--- src/rtl/jsee_pkg.sv ---
// Package for the JSON string escape encoder.
// Holds byte codes, the descriptor type and the escape helper functions.
// No dependencies.
package jsee_pkg;

  localparam int BYTE_W     = 8;
  localparam int MAX_OUT    = 8;
  localparam int IDX_W      = $clog2(MAX_OUT);
  localparam int CNT_W      = $clog2(MAX_OUT + 1);
  localparam int QDEPTH     = 2;
  localparam int QPTR_W     = $clog2(QDEPTH);
  localparam int QCNT_W     = $clog2(QDEPTH + 1);

  localparam logic [BYTE_W-1:0] CH_QUOTE = 8'h22;
  localparam logic [BYTE_W-1:0] CH_BSL   = 8'h5C;
  localparam logic [BYTE_W-1:0] CH_SLASH = 8'h2F;
  localparam logic [BYTE_W-1:0] CH_U     = 8'h75;
  localparam logic [BYTE_W-1:0] CH_ZERO  = 8'h30;
  localparam logic [BYTE_W-1:0] CH_LA    = 8'h61;
  localparam logic [BYTE_W-1:0] CH_NONE  = 8'h00;
  localparam logic [BYTE_W-1:0] PRINT_LO = 8'h20;
  localparam logic [BYTE_W-1:0] PRINT_HI = 8'h7E;

  typedef logic [BYTE_W-1:0] byte_t;

  typedef struct packed {
    byte_t [MAX_OUT-1:0] text;
    logic [IDX_W-1:0]    last_idx;
  } desc_t;

  function automatic byte_t short_escape(input byte_t c);
    byte_t r;
    unique case (c)
      CH_QUOTE: r = CH_QUOTE;
      CH_BSL:   r = CH_BSL;
      CH_SLASH: r = CH_SLASH;
      8'h08:    r = 8'h62;
      8'h0C:    r = 8'h66;
      8'h0A:    r = 8'h6E;
      8'h0D:    r = 8'h72;
      8'h09:    r = 8'h74;
      default:  r = CH_NONE;
    endcase
    return r;
  endfunction

  function automatic byte_t hex_digit(input logic [3:0] v);
    byte_t r;
    if (v < 4'd10) begin
      r = CH_ZERO + {4'd0, v};
    end else begin
      r = CH_LA + {4'd0, v - 4'd10};
    end
    return r;
  endfunction

endpackage

--- src/rtl/jsee_in_if.sv ---
// Input channel of the escape encoder: one string byte with its marks.
// Depends on jsee_pkg.
interface jsee_in_if;
  import jsee_pkg::*;
  logic  valid;
  logic  ready;
  byte_t data_byte;
  logic  first_byte;
  logic  last_byte;
  logic  empty_string;
  modport source(output valid, data_byte, first_byte, last_byte, empty_string, input ready);
  modport sink(input valid, data_byte, first_byte, last_byte, empty_string, output ready);
endinterface

--- src/rtl/jsee_out_if.sv ---
// Output channel of the escape encoder: one byte of escaped text.
// Depends on jsee_pkg.
interface jsee_out_if;
  import jsee_pkg::*;
  logic  valid;
  logic  ready;
  byte_t out_byte;
  logic  run_last;
  modport source(output valid, out_byte, run_last, input ready);
  modport sink(input valid, out_byte, run_last, output ready);
endinterface

--- src/rtl/jsee_cfg_if.sv ---
// Configuration write channel carrying the no-escape register value.
// No dependencies.
interface jsee_cfg_if;
  logic valid;
  logic ready;
  logic data;
  modport source(output valid, data, input ready);
  modport sink(input valid, data, output ready);
endinterface

--- src/rtl/jsee_front.sv ---
// Front end: accepts input bytes and expands each into an output descriptor.
// Depends on jsee_pkg and jsee_in_if.
module jsee_front (
  jsee_in_if.sink         in,
  input  logic            no_escape,
  input  logic            wr_ready,
  output logic            wr_valid,
  output jsee_pkg::desc_t wr_desc
);
  import jsee_pkg::*;

  byte_t             esc;
  logic [CNT_W-1:0]  n;

  assign in.ready = wr_ready;
  assign wr_valid = in.valid;
  assign esc      = short_escape(in.data_byte);

  always_comb begin
    wr_desc = '0;
    n = '0;
    if (in.empty_string) begin
      wr_desc.text[0] = CH_QUOTE;
      wr_desc.text[1] = CH_QUOTE;
      n = CNT_W'(2);
    end else begin
      if (in.first_byte) begin
        wr_desc.text[n[IDX_W-1:0]] = CH_QUOTE;
        n = n + 1'b1;
      end
      if (esc != CH_NONE) begin
        wr_desc.text[n[IDX_W-1:0]] = CH_BSL;
        n = n + 1'b1;
        wr_desc.text[n[IDX_W-1:0]] = esc;
        n = n + 1'b1;
      end else if (no_escape || (in.data_byte >= PRINT_LO && in.data_byte <= PRINT_HI)) begin
        wr_desc.text[n[IDX_W-1:0]] = in.data_byte;
        n = n + 1'b1;
      end else begin
        wr_desc.text[n[IDX_W-1:0]] = CH_BSL;
        n = n + 1'b1;
        wr_desc.text[n[IDX_W-1:0]] = CH_U;
        n = n + 1'b1;
        wr_desc.text[n[IDX_W-1:0]] = CH_ZERO;
        n = n + 1'b1;
        wr_desc.text[n[IDX_W-1:0]] = CH_ZERO;
        n = n + 1'b1;
        wr_desc.text[n[IDX_W-1:0]] = hex_digit(in.data_byte[7:4]);
        n = n + 1'b1;
        wr_desc.text[n[IDX_W-1:0]] = hex_digit(in.data_byte[3:0]);
        n = n + 1'b1;
      end
      if (in.last_byte) begin
        wr_desc.text[n[IDX_W-1:0]] = CH_QUOTE;
        n = n + 1'b1;
      end
    end
    wr_desc.last_idx = IDX_W'(n - 1'b1);
  end

endmodule

--- src/rtl/jsee_queue.sv ---
// Short descriptor queue between the front and back ends.
// Depends on jsee_pkg.
module jsee_queue (
  input  logic            clk,
  input  logic            rst,
  input  logic            wr_valid,
  input  jsee_pkg::desc_t wr_desc,
  output logic            wr_ready,
  input  logic            pop,
  output logic            rd_valid,
  output jsee_pkg::desc_t rd_desc
);
  import jsee_pkg::*;

  desc_t             mem [QDEPTH];
  logic [QPTR_W-1:0] wr_ptr;
  logic [QPTR_W-1:0] rd_ptr;
  logic [QCNT_W-1:0] count;
  logic              push;

  assign wr_ready = count != QCNT_W'(QDEPTH);
  assign push     = wr_valid && wr_ready;
  assign rd_valid = count != '0;
  assign rd_desc  = mem[rd_ptr];

  always_ff @(posedge clk) begin
    if (push) begin
      mem[wr_ptr] <= wr_desc;
    end
  end

  always_ff @(posedge clk) begin
    if (rst) begin
      wr_ptr <= '0;
      rd_ptr <= '0;
      count  <= '0;
    end else begin
      if (push) begin
        wr_ptr <= (wr_ptr == QPTR_W'(QDEPTH - 1)) ? '0 : wr_ptr + 1'b1;
      end
      if (pop) begin
        rd_ptr <= (rd_ptr == QPTR_W'(QDEPTH - 1)) ? '0 : rd_ptr + 1'b1;
      end
      count <= count + QCNT_W'(push) - QCNT_W'(pop);
    end
  end

  a_count_bound: assert property (@(posedge clk) disable iff (rst)
    count <= QCNT_W'(QDEPTH)) else $error("queue count out of range");
  a_no_underflow: assert property (@(posedge clk) disable iff (rst)
    pop |-> rd_valid) else $error("pop from empty queue");
  a_count_track: assert property (@(posedge clk) disable iff (rst)
    (push && !pop) |=> count == $past(count) + 1'b1) else $error("count lost a push");

endmodule

--- src/rtl/jsee_back.sv ---
// Back end: walks each descriptor and emits one text byte per transfer.
// Depends on jsee_pkg and jsee_out_if.
module jsee_back (
  input  logic            clk,
  input  logic            rst,
  input  logic            rd_valid,
  input  jsee_pkg::desc_t rd_desc,
  output logic            pop,
  jsee_out_if.source      out
);
  import jsee_pkg::*;

  logic             out_valid;
  byte_t            out_byte;
  logic             run_last;
  logic [IDX_W-1:0] idx;
  logic             adv;
  logic             take;
  logic             at_end;

  assign adv          = !out_valid || out.ready;
  assign take         = adv && rd_valid;
  assign at_end       = idx == rd_desc.last_idx;
  assign pop          = take && at_end;
  assign out.valid    = out_valid;
  assign out.out_byte = out_byte;
  assign out.run_last = run_last;

  always_ff @(posedge clk) begin
    if (rst) begin
      out_valid <= 1'b0;
      idx       <= '0;
    end else if (adv) begin
      out_valid <= rd_valid;
      if (take) begin
        idx <= at_end ? '0 : idx + 1'b1;
      end
    end
  end

  always_ff @(posedge clk) begin
    if (take) begin
      out_byte <= rd_desc.text[idx];
      run_last <= at_end;
    end
  end

  a_idx_bound: assert property (@(posedge clk) disable iff (rst)
    rd_valid |-> idx <= rd_desc.last_idx) else $error("index past descriptor end");
  a_idx_restart: assert property (@(posedge clk) disable iff (rst)
    pop |=> idx == '0) else $error("index not cleared after descriptor");
  a_last_pops: assert property (@(posedge clk) disable iff (rst)
    (take && !at_end) |-> !pop) else $error("early descriptor pop");

endmodule

--- src/rtl/json_string_escape_encoder_core.sv ---
// An input transfer is queued, then its first output byte is registered.
// Throughput: one input byte per cycle for plain bytes while the output
// is ready; an item that expands to N output bytes (1 to 8) sends them
// one per transfer; a 2-deep queue decouples the two ends.
// Reset (rst, synchronous): clears no_escape, the queue and the output.
module json_string_escape_encoder_core (
  input  logic  clk,
  input  logic  rst,
  jsee_in_if.sink    in,
  jsee_out_if.source out,
  jsee_cfg_if.sink   cfg
);
  import jsee_pkg::*;

  logic  no_escape;
  logic  wr_valid;
  logic  wr_ready;
  desc_t wr_desc;
  logic  rd_valid;
  desc_t rd_desc;
  logic  pop;

  assign cfg.ready = 1'b1;

  always_ff @(posedge clk) begin
    if (rst) begin
      no_escape <= 1'b0;
    end else if (cfg.valid) begin
      no_escape <= cfg.data;
    end
  end

  jsee_front u_front (
    .in        (in),
    .no_escape (no_escape),
    .wr_ready  (wr_ready),
    .wr_valid  (wr_valid),
    .wr_desc   (wr_desc)
  );

  jsee_queue u_queue (
    .clk      (clk),
    .rst      (rst),
    .wr_valid (wr_valid),
    .wr_desc  (wr_desc),
    .wr_ready (wr_ready),
    .pop      (pop),
    .rd_valid (rd_valid),
    .rd_desc  (rd_desc)
  );

  jsee_back u_back (
    .clk      (clk),
    .rst      (rst),
    .rd_valid (rd_valid),
    .rd_desc  (rd_desc),
    .pop      (pop),
    .out      (out)
  );

endmodule
--- src/flat_wrapper.sv ---
// flat-port wrapper written by rule: the top's interface ports become plain ports
module json_string_escape_encoder_core_flat import jsee_pkg::*;
  (clk, rst, in_valid, in_data_byte, in_first_byte, in_last_byte, in_empty_string, in_ready, out_valid, out_out_byte, out_run_last, out_ready, cfg_valid, cfg_data, cfg_ready);
  jsee_in_if in_i ();
  jsee_out_if out_i ();
  jsee_cfg_if cfg_i ();
  input  logic clk;
  input  logic rst;
  input wire logic [$bits(in_i.valid)-1:0] in_valid;
  input wire logic [$bits(in_i.data_byte)-1:0] in_data_byte;
  input wire logic [$bits(in_i.first_byte)-1:0] in_first_byte;
  input wire logic [$bits(in_i.last_byte)-1:0] in_last_byte;
  input wire logic [$bits(in_i.empty_string)-1:0] in_empty_string;
  output wire logic [$bits(in_i.ready)-1:0] in_ready;
  output wire logic [$bits(out_i.valid)-1:0] out_valid;
  output wire logic [$bits(out_i.out_byte)-1:0] out_out_byte;
  output wire logic [$bits(out_i.run_last)-1:0] out_run_last;
  input wire logic [$bits(out_i.ready)-1:0] out_ready;
  input wire logic [$bits(cfg_i.valid)-1:0] cfg_valid;
  input wire logic [$bits(cfg_i.data)-1:0] cfg_data;
  output wire logic [$bits(cfg_i.ready)-1:0] cfg_ready;
  assign in_i.valid = in_valid;
  assign in_i.data_byte = in_data_byte;
  assign in_i.first_byte = in_first_byte;
  assign in_i.last_byte = in_last_byte;
  assign in_i.empty_string = in_empty_string;
  assign in_ready = in_i.ready;
  assign out_valid = out_i.valid;
  assign out_out_byte = out_i.out_byte;
  assign out_run_last = out_i.run_last;
  assign out_i.ready = out_ready;
  assign cfg_i.valid = cfg_valid;
  assign cfg_i.data = cfg_data;
  assign cfg_ready = cfg_i.ready;
  json_string_escape_encoder_core u_core (.clk(clk), .rst(rst), .in(in_i), .out(out_i), .cfg(cfg_i));
endmodule
--- config.mk ---
export PLATFORM = sky130hd
export DESIGN_NAME = json_string_escape_encoder_core_flat
export DESIGN_NICKNAME = d
export VERILOG_FILES = /design/src/rtl/jsee_pkg.sv /design/src/rtl/jsee_in_if.sv /design/src/rtl/jsee_out_if.sv /design/src/rtl/jsee_cfg_if.sv /design/src/rtl/jsee_front.sv /design/src/rtl/jsee_queue.sv /design/src/rtl/jsee_back.sv /design/src/rtl/json_string_escape_encoder_core.sv /design/src/flat_wrapper.sv
export SDC_FILE = /design/constraint.sdc
export NUM_CORES = 1
export LEC_CHECK = 0
export BUFFER_PORTS_ARGS = -buffer_cell sky130_fd_sc_hd__buf_2
export CAP_MARGIN = 20
export CORE_AREA = 2 2 115 117
export DETAILED_ROUTE_END_ITERATION = 8
export DIE_AREA = 0 0 117 119
export HOLD_SLACK_MARGIN = 0.05
export PLACE_DENSITY_LB_ADDON = 0.25
export SYNTH_ARGS = -nofsm -noshare
export SYNTH_HDL_FRONTEND = slang
export SYNTH_SLANG_ARGS = --single-unit
--- constraint.sdc ---
create_clock -name clk -period 3.6 [get_ports clk]
set_input_delay 0.54 -clock clk [delete_from_list [all_inputs] [get_ports clk]]
set_output_delay 0.54 -clock clk [all_outputs]
set_load 0.03 [all_outputs]
==> impl_metrics.yaml, run 1 <==
logic_synthesis:
  syn_area_per_cell_sq_um: 13.6
  synth-simple-area-share_pct: 10.8
  synth_top_family_by_area: "multiplexers"
  synth_compound_area_share_pct: 7.95
  async_flop_share_pct: 0
  synth-edff-count: 107
  syn_area_sq_um: 5810
  yosysWarnings: 0
  ys.flop_type: "edfxtp_1"
  ys_ff_latch: 117
  synth_mux_area_share_pct: 12.5
  netlist-cell-type-count: 53
  netlist_instances: 426
  synth_fp_nets: 464
  synthAdderAreaFrac_pct: 4.52
  synth_xor_area_share_pct: 2.26
  yosysSeqAreaShare_pct: 58.8
drt:
  wl_per_cell_um: 19.2
  drt_iter0_drc: 272
  routed-via-count: 3641
  drt_wl_total_um: 12500
  route.detailed.drc: 0
  viasPerCell: 5.58
  drt-pass1-iter-count: 5
  ant_nets: 0
critical_path:
  path_max_fanout: 5
  path_delay_family: "adder cells"
  reg2reg_depth: 10
  path_class: "input pin to flop"
  path_depth: 16
  cp_common_cell: "ha_1"
  path_buf_inv: 5
  r2r-end: "u_core.u_queue.count[1]"
  crit_end: "u_core.u_queue.mem[0][2]"
  crit_start: "in_data_byte[4]"
  cp_cell_sequence: "buf_2 > inv_1 > ha_1 > nor4b_1 > and3_1 > o32ai_4 > inv_2 > ha_1 > inv_1 > mux2i_4 > inv_1 > ha_1 > mux2_2 > nor2_1 > ha_1 > xnor2_1"
  required_ns: 3.74
  crit_path_end_kind: "flop"
  reg2reg_slack_ns: 0.92
  worstSetupStartpointType: "input pin"
  critical_path_arrival_ns: 3.17
  slowest_stage: "ha_1"
  max_stage_delay_ns: 0.31
clock_tree:
  cts_made_buffers: 17
  cts_hold_buffers: 0
  cts_resized: 0
  cts_tree: "built"
  post_cts_buffers: 0
  clkLatencyLatePin_ns: 0.41
  htree_levels: 4
  clockBufferDepth: 2
  cts-root-buf: "clkbuf_16"
  clk_pin_slew_ns: 0.05
  clock-sinks: 117
cells_and_area:
  diodes: 0
  seq_area_sq_um: 3410
  final_cell_mix: "edfxtp_1 (107), nor2_1 (40), buf_2 (27)"
  final_common_cell: "edfxtp_1"
  multi_input_area_sq_um: 2220
  drive_above_1_share_pct: 22.9
  utilization_pct: 52.0
  fill_cells: 1088
  area_delta_synth_final_pct: 15.3
  nNetsFinal: 502
  final_cells: 652
global_route:
  grt_antenna_before_repair: 0
  overflow: 0
  grt_pass1_vias: 3626
  grt_pass1_wl_um: 20000
  grt_max_degree: 50
  grt_usage_pct: 19.5
floorplan:
  dieArea_sq_um: 13900
  rows: 42
  die_h_um: 119
  coreArea_sq_um: 12900
  chipWidth_um: 117
  io_pins: 29
  initial_core_util_pct: 45.1
timing:
  fmax_mhz: 330
  hold_viol: 0
  fin_skew_ns: 0.00941
  final_max_slew_viol_count: 0
  setup_viol: 0
  rsz0062_at_grt: "no"
  slew_headroom_pct: 44.3
  setup_tns_ns: 0
  min_period_ns: 3.03
  worstMarginPinSlew_ns: 0.826
  timing.final.crit_share_pct: 84.2
power_and_ir_drop:
  p_clk_share_pct: 32.1
  comb_power_share_pct: 25.1
  internal_power_mw: 3.24
  p_switching_mw: 1.34
  ir_drop_mv: 0.302
  power.density_nw_per_um2: 685
  p_sw_share_pct: 29.3
  p_seq_share_pct: 42.8
  p_total_mw: 4.58
  leakage_nw: 2.42
outcome:
  status: "finished, final reports clean"
run:
  maxCapViolCount: 0
placement:
  place.gp.congestion: 0.928
  dp.final_hpwl_um: 8770
  place_inst: 621
  portBuffers: 27
worst_hold_path:
  min_path_type: "input pin to flop"
## metal layers
| metal | share of wire, % | wire, um | vias up | track usage, % |
|---|---|---|---|---|
| li1 | - | - | 1698 | - |
| met1 | 46 | 5700 | 1807 | 28.0 |
| met2 | 48 | 5990 | 126 | 29.2 |
| met3 | 5.4 | 671 | 10 | 4.94 |
| met4 | 1.2 | 147 | 0 | 6.47 |
| met5 | 0 | 0 | - | 0 |
## how the worst min path moves through the flow
stage	startpoint	end	slack [ns]	cells past startpoint
final	cfg_data	u_core.no_escape	0.37	3
after global routing	cfg_data	u_core.no_escape	0.40	3
after CTS	cfg_data	u_core.no_escape	0.36	3
after detailed placement	u_core.u_back.out.valid	u_core.u_back.out.valid	0.49	2
after global placement	u_core.u_back.out.valid	u_core.u_back.out.valid	0.49	2
after floorplan	u_core.u_queue.rd_ptr	flop	0.48	2
## kinds of logic after synthesis
logic type | Yosys count
xor+xnor | 15
mux | 40
other cells | 1
simple gates | 120
fa+ha+maj | 21
flops | 117
compound gates | 71
buf+inv | 41
## synth_stat cells, types with 4 or more instances
cell type | count | area, sq um
edfxtp_1 | 107 | 3210
nor2_1 | 41 | 154
mux4_2 | 25 | 563
nand2_1 | 23 | 86.3
a21oi_1 | 21 | 105
ha_1 | 21 | 263
o21ai_0 | 21 | 105
inv_1 | 17 | 63.8
clkbuf_1 | 13 | 48.8
mux2i_1 | 12 | 120
xnor2_1 | 11 | 96.3
dfxtp_1 | 10 | 200
nand3_1 | 9 | 45.0
nor3_1 | 7 | 35.0
a31oi_1 | 6 | 37.5
and3_1 | 6 | 37.5
buf_4 | 5 | 37.5
nand3b_1 | 5 | 37.5
a211oi_1 | 4 | 30.0
a21boi_1 | 4 | 30.0
and2_1 | 4 | 25.0
buf_2 | 4 | 20.0
nor2b_1 | 4 | 25.0
o21a_1 | 4 | 30.0
xor2_1 | 4 | 35.0
## layout make-up
cell class	instances	area share, %
sequential	117	51.0
multi-input combinational	268	33.2
clock buffer	19	6.47
timing repair buffer	41	3.59
tap	176	3.29
clock inverter	12	1.35
inverter	19	1.07
## per-stage QoR
| step | area (sq um) | setup slack, ns | hold slack (ns) |
|---|---|---|---|
| 4_1_cts | 6690 | 0.576 | 0.365 |
| 3_5_place_dp | 6170 | 0.154 | 0.495 |
| 3_3_place_gp | 6170 | 0.220 | 0.488 |
| 6_report | 6690 | 0.570 | 0.370 |
| 2_1_floorplan | 5810 | 0.131 | 0.481 |
| 5_1_grt | 6690 | 0.435 | 0.396 |
## power by group through the flow
stage	Combinational (mW)	Clock (mW)	Sequential [mW]
after global placement	1.14	0	1.97
after floorplan	0.734	0	2.09
final	1.15	1.47	1.96
after detailed placement	1.17	0	1.99
after global routing	1.26	1.56	1.99
after CTS	1.17	1.50	1.96
## worst min-delay path: stages
cell and delay (ns):
buf_2 0.08, mux2i_1 0.06, nor2_1 0.07
## flip-flops by register name, indices dropped and copies added (netlist names), named ones only
register / cells
u_core.u_queue.mem: 98
u_core.u_queue.rd_ptr: 1
u_core.u_queue.count: 2
u_core.u_back.idx: 3
u_core.no_escape: 1
u_core.u_back.out.out_byte: 8
u_core.u_back.out.run_last: 1
u_core.u_back.out.valid: 1
u_core.u_queue.wr_ptr: 1
No activity file was read; power rests on OpenSTA's default activity.
==> run 2: changes to the inputs <==
==> constraint.sdc (replaced) <==
create_clock -name clk -period 3.1 [get_ports clk]
set_input_delay 0.465 -clock clk [delete_from_list [all_inputs] [get_ports clk]]
set_output_delay 0.465 -clock clk [all_outputs]
set_load 0.03 [all_outputs]
==> run 2 against run 1 <==
Compared with the run above: sequential power increased by 16%; via count increased by 2.0%; count of clock-buffer cells in the layout decreased by 1; core utilization increased by 2.7 points; sequential share of layout area decreased by 2.5 points; combinational power increased by 20%; register-to-register slack got worse by 0.41 ns; largest cell class unchanged; power increased by 24%; non-clock buffer count increased by 26; clock skew about the same; first-iteration DRC count decreased by 4.0%.
==> impl_metrics.yaml, run 2 (synthesis gave the netlist of run 1 again) <==
cells_and_area:
  final_area_sq_um: 7040
  area_delta_synth_final_pct: 21.3
  regMostFlops: "u_core.u_queue.mem"
  final_cells: 678
  largest_register_ffs: 98
  nNetsFinal: 528
  fill_cells: 1069
  final_common_cell: "edfxtp_1"
  final_cell_mix: "edfxtp_1 (107), buf_4 (40), nor2_1 (39)"
  top_regs: "u_core.u_queue.mem (98), u_core.u_back.out.out_byte (8), u_core.u_back.idx (3)"
  diodes: 0
  drive_above_1_share_pct: 28.5
clock_tree:
  cts_made_buffers: 17
  clk_pin_slew_ns: 0.05
  post_cts_buffers: 0
  clkLatencyLatePin_ns: 0.41
  clockBufferDepth: 2
  htree_levels: 4
  cts_tree: "built"
  cts_resized: 0
  cts_hold_buffers: 0
  clock-sinks: 117
  cts-root-buf: "clkbuf_16"
timing:
  setup_viol: 0
  fin_skew_ns: 0.00957
  hold_viol: 0
  worstMarginPinSlew_ns: 0.710
  worst_hold_slack_ns: 0.309
  rsz0062_at_grt: "no"
  setup_ws_ns: 0.343
  min_period_ns: 2.76
  fmax_mhz: 363
  final_max_slew_viol_count: 0
  slew_headroom_pct: 52.7
  timing.final.crit_share_pct: 88.9
critical_path:
  r2r-end: "u_core.u_queue.mem[1][2]"
  path_class: "input pin to flop"
  reg2reg_depth: 12
  crit_start: "in_data_byte[4]"
  timing.rr.start: "u_core.no_escape"
  slowest_stage: "ha_4"
  cp_common_cell: "ha_4"
  crit_path_end_kind: "flop"
  cp_cell_sequence: "buf_2 > clkinvlp_4 > ha_4 > nor4b_4 > and3_4 > o32ai_4 > inv_2 > ha_4 > inv_4 > mux2i_4 > inv_1 > ha_1 > mux2_4 > nor2_2 > ha_2 > xnor2_1"
  critical_path_arrival_ns: 2.90
  max_stage_delay_ns: 0.28
  required_ns: 3.25
  path_max_fanout: 3
  worstSetupStartpointType: "input pin"
  reg2reg_slack_ns: 0.51
drt:
  wl_per_cell_um: 18.4
  drt_wl_total_um: 12500
  viasPerCell: 5.48
  drt_iter0_drc: 261
  routed-via-count: 3713
  drt-pass1-iter-count: 5
  ant_nets: 0
  route.detailed.drc: 0
worst_hold_path:
  worstHoldEndpoint: "u_core.no_escape"
  hold_depth: 3
  min_path_type: "input pin to flop"
  hp-start: "cfg_data"
global_route:
  grt_pass1_wl_um: 20200
  overflow: 0
  grt_pass1_vias: 3724
  grt_max_degree: 50
  grt_antenna_before_repair: 0
  grt_usage_pct: 19.6
floorplan:
  die_h_um: 119
  rows: 42
  initial_core_util_pct: 45.1
  chipWidth_um: 117
  dieArea_sq_um: 13900
  coreArea_sq_um: 12900
  io_pins: 29
placement:
  place_inst: 647
  portBuffers: 27
  place.gp.congestion: 0.944
  dpl_cell_area_sq_um: 6430
  post-place-ws_ns: -0.0694
  dp.final_hpwl_um: 8860
power_and_ir_drop:
  ir_drop_mv: 0.403
  p_total_mw: 5.70
  leakage_nw: 2.59
  power.density_nw_per_um2: 810
outcome:
  status: "finished, final reports clean"
run:
  maxCapViolCount: 0
[run 2: cell types whose count changed in the layout (fill, tap and decap cells not counted), moves of 2 or more]
cell	previous run	this run
clkinv_1	2	4
bufinv_16	1	5
inv_1	17	14
ha_1	21	18
buf_4	14	40
clkinv_2	6	3
ha_4	0	2
[run 2: per-stage QoR]
stage                     utilization [%]  setup TNS, ns
final                                54.7              0
after global routing                 54.7              0
after CTS                            54.7              0
after detailed placement             49.9         -0.150
after global placement               49.9        -0.0163
after floorplan                         -         -0.619
[run 2: worst max-delay path by stage]
stage	cells past startpoint	slack, ns	end
after floorplan	15	-0.18	u_core.u_queue.mem[0][2]
after global placement	16	-0.008	u_core.u_queue.mem[1][2]
after detailed placement	16	-0.07	u_core.u_queue.mem[1][2]
after CTS	16	0.34	u_core.u_queue.mem[1][2]
after global routing	16	0.20	u_core.u_queue.mem[1][2]
final	16	0.34	u_core.u_queue.mem[1][2]
[run 2: worst max-delay path, delay by kind of cell]
kind / cells / cell delay (ns)
buffers and inverters: 5 / 0.41
AO/OA/AOI/OAI: 1 / 0.22
multiplexers: 2 / 0.41
adder cells (fa/ha/maj): 4 / 0.90
AND/OR/NAND/NOR: 3 / 0.41
XOR/XNOR: 1 / 0.07
[run 2: where the power goes]
group | switching, mW | internal (mW) | total [mW]
sequential | 0.103 | 2.17 | 2.27
clock | 0.642 | 1.40 | 2.04
combinational | 0.820 | 0.563 | 1.38
total | 1.57 | 4.14 | 5.70
[run 2: cell type report]
cell class,count,area (sq um),share of cell area (%)
Sequential cell,117,3410,48.5
Multi-Input combinational cell,268,2280,32.4
Timing Repair Buffer,67,435,6.18
Clock buffer,18,429,6.09
Tap cell,176,220,3.13
Clock inverter,13,188,2.66
Inverter,19,77.6,1.10
[run 2: metal layers]
| layer | track usage (%) | wire length [um] | vias up |
|---|---|---|---|
| li1 | - | - | 1750 |
| met1 | 28.5 | 5760 | 1822 |
| met2 | 28.8 | 5830 | 120 |
| met3 | 5.29 | 683 | 21 |
| met4 | 6.47 | 225 | 0 |
| met5 | 0 | 0 | - |
==> run 3: changes to the inputs <==
==> constraint.sdc (replaced) <==
create_clock -name clk -period 2.6 [get_ports clk]
set_input_delay 0.39 -clock clk [delete_from_list [all_inputs] [get_ports clk]]
set_output_delay 0.39 -clock clk [all_outputs]
set_load 0.03 [all_outputs]
==> run 3 against run 2 <==
Compared with the run above: combinational power grew 26%; global-route usage decreased by 0.35 points; hold slack got worse by 0.087 ns; sequential share of layout area fell by 2.3 points; count of clock-buffer cells in the layout down 1; worst setup slack lost 0.27 ns; sequential cell count unchanged; die area did not move; clock skew shrank 0.0056 ns; highest routed layer unchanged; via count is 3.4% higher; sequential power grew 19%; largest cell class unchanged.
==> impl_metrics.yaml, run 3 (synthesis gave the netlist of run 1 again) <==
clock_tree:
  htree_levels: 4
  clk_pin_slew_ns: 0.06
  clock-sinks: 117
  cts_tree: "built"
  cts_made_buffers: 17
  clockBufferDepth: 2
  clkLatencyLatePin_ns: 0.41
  cts-root-buf: "clkbuf_16"
critical_path:
  path_buf_inv: 4
  cp_cell_sequence: "buf_8 > clkinvlp_4 > buf_4 > ha_1 > and4bb_2 > o31ai_2 > and4_2 > buf_4 > nand2_1 > ha_4 > mux2_4 > nor2_4 > ha_4 > xnor2_2"
  crit_start: "in_data_byte[4]"
  max_stage_delay_ns: 0.32
  crit_path_end_kind: "flop"
  slowest_stage: "and4_2"
  crit_end: "u_core.u_queue.mem[0][2]"
  required_ns: 2.76
  timing.rr.start: "u_core.no_escape"
  r2r-end: "u_core.u_queue.mem[0][2]"
  worstSetupStartpointType: "input pin"
  critical_path_arrival_ns: 2.68
  path_depth: 14
  reg2reg_depth: 12
  path_class: "input pin to flop"
  path_delay_family: "simple AND/OR/NAND/NOR gates"
  reg2reg_slack_ns: 0.17
  path_max_fanout: 7
power_and_ir_drop:
  p_sw_share_pct: 28.3
  p_switching_mw: 1.95
  p_clk_share_pct: 35.3
  comb_power_share_pct: 25.4
  power.density_nw_per_um2: 930
  leakage_nw: 2.78
  ir_drop_mv: 0.550
  p_seq_share_pct: 39.3
  internal_power_mw: 4.93
timing:
  fin_skew_ns: 0.00399
  final_max_slew_viol_count: 0
  hold_viol: 0
  timing.final.crit_share_pct: 97.1
  min_period_ns: 2.53
  setup_ws_ns: 0.0750
  fmax_mhz: 396
  setup_tns_ns: 0
  worst_hold_slack_ns: 0.222
  setup_viol: 0
  rsz0062_at_grt: "yes"
  worstMarginPinSlew_ns: 0.656
  slew_headroom_pct: 56.2
floorplan:
  rows: 42
  io_pins: 29
  initial_core_util_pct: 45.1
  chipWidth_um: 117
  dieArea_sq_um: 13900
  coreArea_sq_um: 12900
  die_h_um: 119
cells_and_area:
  final_common_cell: "edfxtp_1"
  drive_above_1_share_pct: 35.8
  top_regs: "u_core.u_queue.mem (98), u_core.u_back.out.out_byte (8), u_core.u_back.idx (3)"
  utilization_pct: 57.5
  regMostFlops: "u_core.u_queue.mem"
  largest_register_ffs: 98
  area_delta_synth_final_pct: 27.4
  final_area_sq_um: 7400
  nNetsFinal: 562
  diodes: 0
  final_cell_mix: "edfxtp_1 (107), buf_4 (73), nor2_1 (39)"
worst_hold_path:
  hp-start: "cfg_data"
  min_path_type: "input pin to flop"
placement:
  dp.final_hpwl_um: 8930
  post-place-ws_ns: -0.500
  dpl_cell_area_sq_um: 6660
  place.gp.congestion: 0.891
  portBuffers: 27
drt:
  viasPerCell: 5.39
  ant_nets: 0
  routed-via-count: 3840
  route.detailed.drc: 0
  drt_wl_total_um: 12400
  wl_per_cell_um: 17.4
  drt-pass1-iter-count: 4
  drt_iter0_drc: 293
global_route:
  grt_antenna_before_repair: 0
  grt_max_degree: 50
  grt_pass1_vias: 3886
  grt_pass1_wl_um: 20200
  overflow: 0
  grt_usage_pct: 19.3
run:
  maxCapViolCount: 0
outcome:
  status: "finished, final reports clean"
run 3: cell count changes in the layout (fill, tap and decap cells not counted), sizes merged:
cell      before  now
inv           18   21
clkinvlp       2    4
buf           67  101
clkinv         7    5
clkbuf        18   17
bufinv         5    4
run 3: power groups by stage:
stage,Sequential [mW],Clock (mW),Combinational (mW)
finish,2.71,2.43,1.74
global route,2.75,2.54,1.91
floorplan,2.89,0,1.03
global placement,2.72,0,1.71
CTS,2.71,2.47,1.75
detailed placement,2.74,0,1.74
run 3: metrics by stage:
stage	cells	total power [mW]
finish	713	6.88
global route	713	7.20
CTS	712	6.93
detailed placement	677	4.48
global placement	677	4.43
floorplan	426	3.92
run 3: worst min path at each step:
| stage | endpoint | depth (start not counted) |
|---|---|---|
| after CTS | u_core.no_escape | 3 |
| final | u_core.no_escape | 3 |
| after floorplan | flop | 2 |
| after global routing | u_core.u_back.out.valid | 3 |
| after detailed placement | u_core.u_back.out.valid | 2 |
| after global placement | u_core.u_back.out.valid | 2 |
run 3: routing by layer:
layer	vias up	track usage, %	part of all wire (%)
li1	1816	-	-
met1	1895	27.1	45
met2	112	29.9	49
met3	17	4.12	4.2
met4	0	6.40	1.6
met5	-	0	0
run 3: worst min-delay path: stages:
cell and delay [ns]:
buf_2 0.08, mux2i_1 0.06, nor2_1 0.07
run 3: timing repair:
action                     4_1_cts  5_1_grt
setup endpoints to repair        4        6
setup buffers                    3        1
hold buffers                     0        0
pin swaps                        4        4
gates resized for setup          5       11
run 3: layout make-up:
type / instances / area, sq um
Clock buffer: 17 / 425
Clock inverter: 15 / 204
Multi-Input combinational cell: 268 / 2340
Timing Repair Buffer: 101 / 713
Inverter: 19 / 77.6
Tap cell: 176 / 220
Sequential cell: 117 / 3420
Fill cell: 1043 / 5480
